## config.mk

```make
export PLATFORM = sky130hd
export DESIGN_NAME = compass_frame_heading_parser
export DESIGN_NICKNAME = d
export VERILOG_FILES = /design/src/rtl/cfhp_pkg.sv /design/src/rtl/cfhp_front.sv /design/src/rtl/cfhp_queue.sv /design/src/rtl/cfhp_back.sv /design/src/rtl/compass_frame_heading_parser.sv
export SDC_FILE = /design/constraint.sdc
export NUM_CORES = 1
export LEC_CHECK = 0
export BUFFER_PORTS_ARGS = -buffer_cell sky130_fd_sc_hd__buf_2
export CORE_MARGIN = 4
export CORE_UTILIZATION = 25
export DETAILED_ROUTE_END_ITERATION = 16
export GPL_TIMING_DRIVEN = 0
export PLACE_DENSITY = 0.46
export SETUP_SLACK_MARGIN = 0.2
export SYNTH_ARGS = -nofsm -noshare
export SYNTH_HDL_FRONTEND = slang
export SYNTH_SLANG_ARGS = --single-unit
```

## constraint.sdc

```tcl
create_clock -name clk -period 9.2 [get_ports clk]
set_input_delay 1.38 -clock clk [delete_from_list [all_inputs] [get_ports clk]]
set_output_delay 1.38 -clock clk [all_outputs]
set_load 0.03 [all_outputs]
```

## src/rtl/cfhp_pkg.sv

```systemverilog
`timescale 1ns / 1ps
// ----------------------------------------------------------------------------
// cfhp_pkg
// Shared types, constants and helpers for the compass heading frame parser.
// ----------------------------------------------------------------------------
package cfhp_pkg;

  localparam logic [7:0] HDR_BYTE   = 8'h68;
  localparam logic [7:0] CMD_BYTE   = 8'h84;
  localparam logic [3:0] SIGN_NEG   = 4'h1;
  localparam int         HDR_POS    = 0;
  localparam int         CMD_POS    = 3;
  localparam int         HEAD_POS   = 10;

  localparam int         QDEPTH     = 2;
  localparam int         QAW        = 1;
  localparam int         QCW        = 2;

  localparam int         HEAD_W     = 19;
  localparam int         YAW_W      = 16;
  localparam int         MAG_W      = 18;
  localparam int         WRAP_W     = 20;
  localparam int         WRAP_EDGES = 10;

  // thresholds at odd multiples of a half turn, ascending
  localparam logic signed [WRAP_W-1:0] WRAP_EDGE [WRAP_EDGES] = '{
    -20'sd162000, -20'sd126000, -20'sd90000, -20'sd54000, -20'sd18000,
     20'sd18000,   20'sd54000,   20'sd90000,  20'sd126000, 20'sd162000
  };
  localparam logic signed [WRAP_W:0] QUARTER_TURN = 21'sd9000;
  localparam logic signed [WRAP_W:0] WRAP_BIAS    = 21'sd180000;
  localparam logic        [WRAP_W-1:0] FULL_TURN  = 20'd36000;

  // raw heading bytes captured from a matched frame
  typedef struct packed {
    logic [7:0] b0;
    logic [7:0] b1;
    logic [7:0] b2;
  } head_raw_t;

  // two bcd digits, nibbles taken at face value
  function automatic logic [7:0] bcd_pair(input logic [7:0] v);
    return 8'({4'd0, v[7:4]} * 8'd10) + {4'd0, v[3:0]};
  endfunction

endpackage

```

## src/rtl/cfhp_front.sv

```systemverilog
`timescale 1ns / 1ps
// ----------------------------------------------------------------------------
// cfhp_front
// Byte window with fill count; detects header and command, hands off frames.
// ----------------------------------------------------------------------------
module cfhp_front #(
  parameter int FRAME_BYTES = 14
) (
  input  logic                clk,
  input  logic                rst_n,
  input  logic                in_valid,
  output logic                in_ready,
  input  logic [7:0]          in_data_byte,
  output logic                push_valid,
  input  logic                push_ready,
  output cfhp_pkg::head_raw_t push_data
);

  localparam int WIN = FRAME_BYTES - 1;
  localparam int FW  = $clog2(FRAME_BYTES + 1);

  // holds the newest FRAME_BYTES-1 bytes, oldest at index 0
  logic [7:0]    win_r [WIN];
  logic [FW-1:0] fill_r, fill_nxt;
  logic          accept;
  logic          full;
  logic          match;

  assign in_ready = push_ready;
  assign accept   = in_valid && in_ready;
  assign full     = (fill_r == FW'(WIN));
  assign match    = full && (win_r[cfhp_pkg::HDR_POS] == cfhp_pkg::HDR_BYTE)
                         && (win_r[cfhp_pkg::CMD_POS] == cfhp_pkg::CMD_BYTE);

  assign push_valid   = accept && match;
  assign push_data.b0 = win_r[cfhp_pkg::HEAD_POS];
  assign push_data.b1 = win_r[cfhp_pkg::HEAD_POS + 1];
  assign push_data.b2 = win_r[cfhp_pkg::HEAD_POS + 2];

  always_comb begin
    fill_nxt = fill_r;
    if (accept) begin
      if (match) begin
        fill_nxt = '0;
      end else if (!full) begin
        fill_nxt = fill_r + FW'(1);
      end
    end
  end

  always_ff @(posedge clk) begin
    if (!rst_n) begin
      fill_r <= '0;
    end else begin
      fill_r <= fill_nxt;
    end
  end

  always_ff @(posedge clk) begin
    if (accept) begin
      for (int i = 0; i < WIN - 1; i++) begin
        win_r[i] <= win_r[i+1];
      end
      win_r[WIN-1] <= in_data_byte;
    end
  end

endmodule

```

## src/rtl/cfhp_queue.sv

```systemverilog
`timescale 1ns / 1ps
// ----------------------------------------------------------------------------
// cfhp_queue
// Two-entry queue of matched frames between the window and the decoder.
// ----------------------------------------------------------------------------
module cfhp_queue (
  input  logic                clk,
  input  logic                rst_n,
  input  logic                push_valid,
  output logic                push_ready,
  input  cfhp_pkg::head_raw_t push_data,
  output logic                pop_valid,
  input  logic                pop_ready,
  output cfhp_pkg::head_raw_t pop_data
);

  cfhp_pkg::head_raw_t           q_r [cfhp_pkg::QDEPTH];
  logic [cfhp_pkg::QAW-1:0]      wr_ptr_r, rd_ptr_r;
  logic [cfhp_pkg::QCW-1:0]      count_r, count_nxt;
  logic                          push, pop;

  assign push_ready = (count_r != cfhp_pkg::QCW'(cfhp_pkg::QDEPTH));
  assign pop_valid  = (count_r != '0);
  assign pop_data   = q_r[rd_ptr_r];
  assign push       = push_valid && push_ready;
  assign pop        = pop_valid && pop_ready;

  always_comb begin
    count_nxt = count_r;
    if (push && !pop) begin
      count_nxt = count_r + cfhp_pkg::QCW'(1);
    end else if (pop && !push) begin
      count_nxt = count_r - cfhp_pkg::QCW'(1);
    end
  end

  always_ff @(posedge clk) begin
    if (!rst_n) begin
      wr_ptr_r <= '0;
      rd_ptr_r <= '0;
      count_r  <= '0;
    end else begin
      count_r <= count_nxt;
      if (push) begin
        wr_ptr_r <= wr_ptr_r + cfhp_pkg::QAW'(1);
      end
      if (pop) begin
        rd_ptr_r <= rd_ptr_r + cfhp_pkg::QAW'(1);
      end
    end
  end

  always_ff @(posedge clk) begin
    if (push) begin
      q_r[wr_ptr_r] <= push_data;
    end
  end

`ifndef ASSERT_OFF
  // pointers coincide whenever the queue is full or empty
  a_ptr_count: assert property (@(posedge clk) disable iff (!rst_n)
    (count_r == cfhp_pkg::QCW'(cfhp_pkg::QDEPTH)) || (count_r == '0) |->
      (wr_ptr_r == rd_ptr_r))
    else $error("queue pointers disagree with count");
  a_no_overflow: assert property (@(posedge clk) disable iff (!rst_n)
    count_r <= cfhp_pkg::QCW'(cfhp_pkg::QDEPTH))
    else $error("queue count overflow");
  a_count_step: assert property (@(posedge clk) disable iff (!rst_n)
    push && !pop |=> count_r == $past(count_r) + cfhp_pkg::QCW'(1))
    else $error("queue count did not advance on push");
`endif

endmodule

```

## src/rtl/cfhp_back.sv

```systemverilog
`timescale 1ns / 1ps
// ----------------------------------------------------------------------------
// cfhp_back
// Two-stage decoder: bcd heading, then yaw wrapped to within a half turn.
// ----------------------------------------------------------------------------
module cfhp_back (
  input  logic                                    clk,
  input  logic                                    rst_n,
  input  logic                                    in_valid,
  output logic                                    in_ready,
  input  cfhp_pkg::head_raw_t                     in_data,
  output logic                                    out_valid,
  input  logic                                    out_ready,
  output logic signed [cfhp_pkg::HEAD_W-1:0]      out_heading_centideg,
  output logic signed [cfhp_pkg::YAW_W-1:0]       out_enu_yaw_centideg
);

  localparam int CW = $clog2(cfhp_pkg::WRAP_EDGES + 1);

  logic                                  s1_valid_r, s2_valid_r;
  logic                                  s1_ready, s2_ready;
  logic signed [cfhp_pkg::HEAD_W-1:0]    s1_head_r, s2_head_r;
  logic signed [cfhp_pkg::YAW_W-1:0]     s2_yaw_r;

  logic [cfhp_pkg::MAG_W-1:0]            mag;
  logic signed [cfhp_pkg::HEAD_W-1:0]    head_nxt;
  logic signed [cfhp_pkg::WRAP_W-1:0]    x;
  logic [CW-1:0]                         cnt;
  logic signed [cfhp_pkg::WRAP_W:0]      ysum;
  logic [cfhp_pkg::WRAP_W-1:0]           turns;

  assign s2_ready = !s2_valid_r || out_ready;
  assign s1_ready = !s1_valid_r || s2_ready;
  assign in_ready = s1_ready;

  assign out_valid            = s2_valid_r;
  assign out_heading_centideg = s2_head_r;
  assign out_enu_yaw_centideg = s2_yaw_r;

  // stage 1: bcd to binary with sign
  always_comb begin
    mag = cfhp_pkg::MAG_W'(in_data.b0[3:0]) * cfhp_pkg::MAG_W'(10000)
        + cfhp_pkg::MAG_W'(cfhp_pkg::bcd_pair(in_data.b1)) * cfhp_pkg::MAG_W'(100)
        + cfhp_pkg::MAG_W'(cfhp_pkg::bcd_pair(in_data.b2));
    if (in_data.b0[7:4] == cfhp_pkg::SIGN_NEG) begin
      head_nxt = -$signed({1'b0, mag});
    end else begin
      head_nxt = $signed({1'b0, mag});
    end
  end

  // stage 2: yaw = quarter turn - heading, folded by counting crossed edges
  always_comb begin
    x   = cfhp_pkg::WRAP_W'(cfhp_pkg::QUARTER_TURN - (cfhp_pkg::WRAP_W + 1)'(s1_head_r));
    cnt = '0;
    for (int j = 0; j < cfhp_pkg::WRAP_EDGES; j++) begin
      if (x > cfhp_pkg::WRAP_EDGE[j]) begin
        cnt = cnt + CW'(1);
      end
    end
    turns = cfhp_pkg::WRAP_W'(cnt) * cfhp_pkg::FULL_TURN;
    ysum  = (cfhp_pkg::WRAP_W + 1)'(x) + cfhp_pkg::WRAP_BIAS - $signed({1'b0, turns});
  end

  always_ff @(posedge clk) begin
    if (!rst_n) begin
      s1_valid_r <= 1'b0;
      s2_valid_r <= 1'b0;
    end else begin
      if (s1_ready) begin
        s1_valid_r <= in_valid;
      end
      if (s2_ready) begin
        s2_valid_r <= s1_valid_r;
      end
    end
  end

  always_ff @(posedge clk) begin
    if (s1_ready && in_valid) begin
      s1_head_r <= head_nxt;
    end
    if (s2_ready && s1_valid_r) begin
      s2_head_r <= s1_head_r;
      s2_yaw_r  <= ysum[cfhp_pkg::YAW_W-1:0];
    end
  end

endmodule

```

## src/rtl/compass_frame_heading_parser.sv

```systemverilog
`timescale 1ns / 1ps
// ----------------------------------------------------------------------------
// compass_frame_heading_parser
// Scans a compass byte stream for heading frames and reports heading and yaw.
// ----------------------------------------------------------------------------
// Usage:
//   in_*  : one serial byte per transaction (valid/ready). A byte is taken
//           every cycle while the frame queue has room.
//   out_* : one transaction per matched frame: the signed heading and the
//           ENU yaw, both in hundredths of a degree, yaw in (-18000, 18000].
//   A frame is matched when the last FRAME_BYTES bytes start with the header
//   and carry the command at offset three; the window then empties.
//   The last byte of a frame is accepted into the frame queue, then the
//   frame moves to the bcd decode stage, then to the yaw stage, whose
//   registers hold the result.
//   Throughput: one byte per cycle while the frame queue has room.
//   When out_ready is low the two decode stages and the two-entry frame
//   queue fill, after which in_ready drops; no transaction is lost.
//   Reset (rst_n low, synchronous) empties the window, queue and pipeline.
// ----------------------------------------------------------------------------
module compass_frame_heading_parser #(
  parameter int FRAME_BYTES = 14
) (
  input  logic                                clk,
  input  logic                                rst_n,
  input  logic                                in_valid,
  output logic                                in_ready,
  input  logic [7:0]                          in_data_byte,
  output logic                                out_valid,
  input  logic                                out_ready,
  output logic signed [cfhp_pkg::HEAD_W-1:0]  out_heading_centideg,
  output logic signed [cfhp_pkg::YAW_W-1:0]   out_enu_yaw_centideg
);

  logic                push_valid, push_ready;
  logic                pop_valid, pop_ready;
  cfhp_pkg::head_raw_t push_data, pop_data;

  cfhp_front #(
    .FRAME_BYTES (FRAME_BYTES)
  ) u_front (
    .clk          (clk),
    .rst_n        (rst_n),
    .in_valid     (in_valid),
    .in_ready     (in_ready),
    .in_data_byte (in_data_byte),
    .push_valid   (push_valid),
    .push_ready   (push_ready),
    .push_data    (push_data)
  );

  cfhp_queue u_queue (
    .clk        (clk),
    .rst_n      (rst_n),
    .push_valid (push_valid),
    .push_ready (push_ready),
    .push_data  (push_data),
    .pop_valid  (pop_valid),
    .pop_ready  (pop_ready),
    .pop_data   (pop_data)
  );

  cfhp_back u_back (
    .clk                  (clk),
    .rst_n                (rst_n),
    .in_valid             (pop_valid),
    .in_ready             (pop_ready),
    .in_data              (pop_data),
    .out_valid            (out_valid),
    .out_ready            (out_ready),
    .out_heading_centideg (out_heading_centideg),
    .out_enu_yaw_centideg (out_enu_yaw_centideg)
  );

`ifndef ASSERT_OFF
  a_yaw_range: assert property (@(posedge clk) disable iff (!rst_n)
    out_valid |-> (out_enu_yaw_centideg > -16'sd18000) &&
                  (out_enu_yaw_centideg <= 16'sd18000))
    else $error("yaw outside half turn");
  a_head_range: assert property (@(posedge clk) disable iff (!rst_n)
    out_valid |-> (out_heading_centideg >= -19'sd166665) &&
                  (out_heading_centideg <= 19'sd166665))
    else $error("heading outside bcd range");
  a_reset_idle: assert property (@(posedge clk)
    !rst_n |=> !out_valid)
    else $error("result valid after reset");
`endif

endmodule

```

==> flow_summary.ini <==
[clocking]
cts.sinks = 216
path_clk_slew_ps = 60
clock_latency_ps = 520
cts_buffer_depth = 3
cts_hold_buf = 0
htreeDepth = 1
cts_made_buffers = 25
cts_root_buffer = clkbuf_16
cts_tree = yes

[routing]
wl_per_cell_um = 14.3
drt_iter0_markers = 537
route.detailed.drc = 0
vias_per_cell = 4.43
vias = 8728
first_pass_iters = 5
antenna_left = 0
wl_mm = 28.1

[place]
placed_area_um2 = 14100
io_buffers = 48
place_ws_ps = -1350
gp_congestion = 0.824
dp_hpwl_mm = 19.8

[floorplan]
initial_core_util = 0.252
ios = 49
die_w_um = 235
coreArea_um2 = 51300
die_h_um = 235
dieArea_um2 = 55400
num_rows = 83

[sta]
rsz0062_at_grt = yes
period_needed_ps = 9100
finalHoldViolCount = 0
fin_ws_ps = 104
max_freq_mhz = 110
final_max_slew_viol_count = 0
finalCritPeriodShare = 0.989
holdWs_ps = 415
setup_viol = 0
maxSlewHeadroom = 0.160
setup_tns_ps = 0
skew_ps = 9.58
worst_slew_pin_slew_ps = 1260

[power]
comb_power_share = 0.010
clkPwrFrac = 0.460
p_switching_mw = 0.408
p_per_area_nw_per_um2 = 128
switching_share = 0.194
vdd_ir_drop_max_uv = 118
seqPwrFrac = 0.530
power_leakage_nw = 6.34
internal-power_mw = 1.69

[global_routing]
grt_pass1_vias = 8841
antenna_found_initial = 0
grt_max_degree = 69
grt_pass1_wl_mm = 45.7
gr-total-overflow = 0
groute.usage.overall = 0.0989

[logic_synthesis]
synth_warnings = 0
synth_edf_count = 205
yosysUniqueCellTypes = 88
syn_avg_cell_area_um2 = 12.0
ys_async_sr_fraction = 0
synthesis.nets = 1240
syn-cell-area_um2 = 12900
synth_seq_cells = 216
ys_seq_area_frac = 0.493
synth_cells = 1081
ys.flop_type = edfxtp_1

[critical_path]
critPathKind = flip-flop to flip-flop
slowest_stage = edfxtp_1
arrival_ps = 9370
r2r_start = u_back.s1_head_r[2]
worst-endpoint-required_ps = 9470
crit_path_max_incr_delay_ps = 400
cp-start-kind = flip-flop
rrSetupSlack_ps = 100
r2r_end = u_back.out_enu_yaw_centideg[15]
critPathMaxFanout = 4
cp-end-kind = flip-flop
cp-startpoint = u_back.s1_head_r[2]
endpoint = u_back.out_enu_yaw_centideg[15]
path_common_cell = buf_4
ff2ff_path_depth = 62

[final_layout]
diodes = 0
area_growth_pct = 26.8
fin_area_um2 = 16400
fin_nets = 1432
drive_gt1_frac = 0.269

[hold_path]
worst_hold_path_type = flip-flop to flip-flop

[run]
maxCapViolations = 0

[status]
status = finished clean
## power by group through the flow
stage               sequential, mW  clock, mW  combinational [mW]
floorplan                     1.13          0              0.0123
global placement              1.13          0              0.0187
detailed placement            1.13          0              0.0210
CTS                           1.11       1.00              0.0214
global route                  1.11       1.04              0.0240
finish                        1.11      0.965              0.0210
## synth_stat cells, types with 5 or more instances
cell	number	area [µm²]
fa_1	15	300
a31oi_1	12	75.1
edfxtp_1	205	6160
xnor2_1	71	622
nand3_1	18	90.1
o21a_1	16	120
o21ai_0	43	215
and2_1	11	68.8
nand4_1	7	43.8
or3_1	15	93.8
mux2i_1	8	80.1
inv_1	78	293
a21o_1	15	113
nor4b_1	7	61.3
buf_2	7	35.0
nand2_1	64	240
clkbuf_1	11	41.3
o21bai_1	6	45.0
and3_1	5	31.3
dfxtp_1	11	220
nor2b_1	13	81.3
a21boi_0	12	90.1
xor2_1	32	280
nor2_1	56	210
nor3_1	20	100
o211ai_1	12	90.1
or2_2	7	43.8
a21oi_1	53	265
mux2_2	17	191
nand2b_1	8	50.1
a211oi_1	8	60.1
ha_1	132	1650
o31ai_1	9	67.6
## per-layer routing
metal	vias to the layer above	global-route usage	share of wire
met5	-	0	0
met4	0	0.0258	0.024
met3	42	0.0175	0.037
met2	154	0.173	0.48
met1	4142	0.127	0.46
li1	4390	-	-
## cells by family (layout without fill, tap and decap cells)
group / after synthesis / in the layout / synth area share
buffers and inverters: 104 / 315 / 0.0317
and+or+nand+nor: 249 / 249 / 0.0984
xor gates and xnor gates: 109 / 109 / 0.0791
muxes: 25 / 25 / 0.0210
adders and majority gates: 147 / 147 / 0.151
DFF: 216 / 216 / 0.493
AOI/OAI and AO/OA: 231 / 231 / 0.126
## final cells by class
class | instances | area, µm²
Fill cell | 5225 | 34900
Multi-Input combinational cell | 761 | 6710
Sequential cell | 216 | 6380
Timing Repair Buffer | 165 | 1170
Tap cell | 680 | 851
Clock buffer | 32 | 682
Inverter | 83 | 318
Buffer | 21 | 150
Clock inverter | 14 | 134
## worst max-delay path, delay by kind of cell (launching register included)
family                   cells  cell delay, ps
AO/OA/AOI/OAI               10            1580
XOR/XNOR                     2             290
adder cells (fa/ha/maj)      1             300
AND/OR/NAND/NOR              2             560
buffers and inverters       47            5700
flip-flops                   1             400
## cells in the final DEF, fill, tap and decap left out, drive strengths merged, types with 21 or more instances in the layout
master / n
nand2: 64
nor2: 56
a21oi: 54
o21ai: 47
xor2: 35
clkbuf: 42
xnor2: 72
nor3: 21
buf: 176
inv: 84
edfxtp: 205
ha: 132
## timing repair
item / in CTS / in global routing
pin swaps: 38 / 38
setup endpoints to repair: 9 / 5
cloned: 0 / 0
gates resized for setup: 85 / 42
setup buffers: 97 / 15
## how the worst min path moves through the flow
| stage | depth (start not counted) | start | endpoint |
|---|---|---|---|
| 2_1_floorplan | 0 | u_front.win_r[1][0] | u_front.win_r[0][0] |
| 3_3_place_gp | 0 | u_front.win_r[7][2] | u_front.win_r[6][2] |
| 6_report | 0 | u_front.win_r[9][5] | u_front.win_r[8][5] |
| 3_5_place_dp | 0 | u_front.win_r[1][6] | u_front.win_r[0][6] |
| 4_1_cts | 0 | u_front.win_r[9][5] | u_front.win_r[8][5] |
| 5_1_grt | 0 | u_front.win_r[2][5] | u_front.win_r[1][5] |
## stage by stage
stage          cells  total power, mW  utilization
2_1_floorplan   1081             1.14            -
3_3_place_gp    1809             1.15        0.274
3_5_place_dp    1814             1.15        0.276
4_1_cts         1957             2.14        0.314
5_1_grt         1972             2.18        0.320
6_report        1972             2.10        0.320
## registers in the layout, indices dropped and copies added (netlist names), named ones only
register	cells
u_front.win_r	104
u_queue.q_r	48
u_back.s1_head_r	19
u_back.out_heading_centideg	18
u_back.out_enu_yaw_centideg	16
u_front.fill_r	4
u_queue.count_r	2
u_back.out_valid	1
u_back.s1_valid_r	1
u_queue.rd_ptr_r	1
u_queue.wr_ptr_r	1
(Power assumes the default switching activity.)
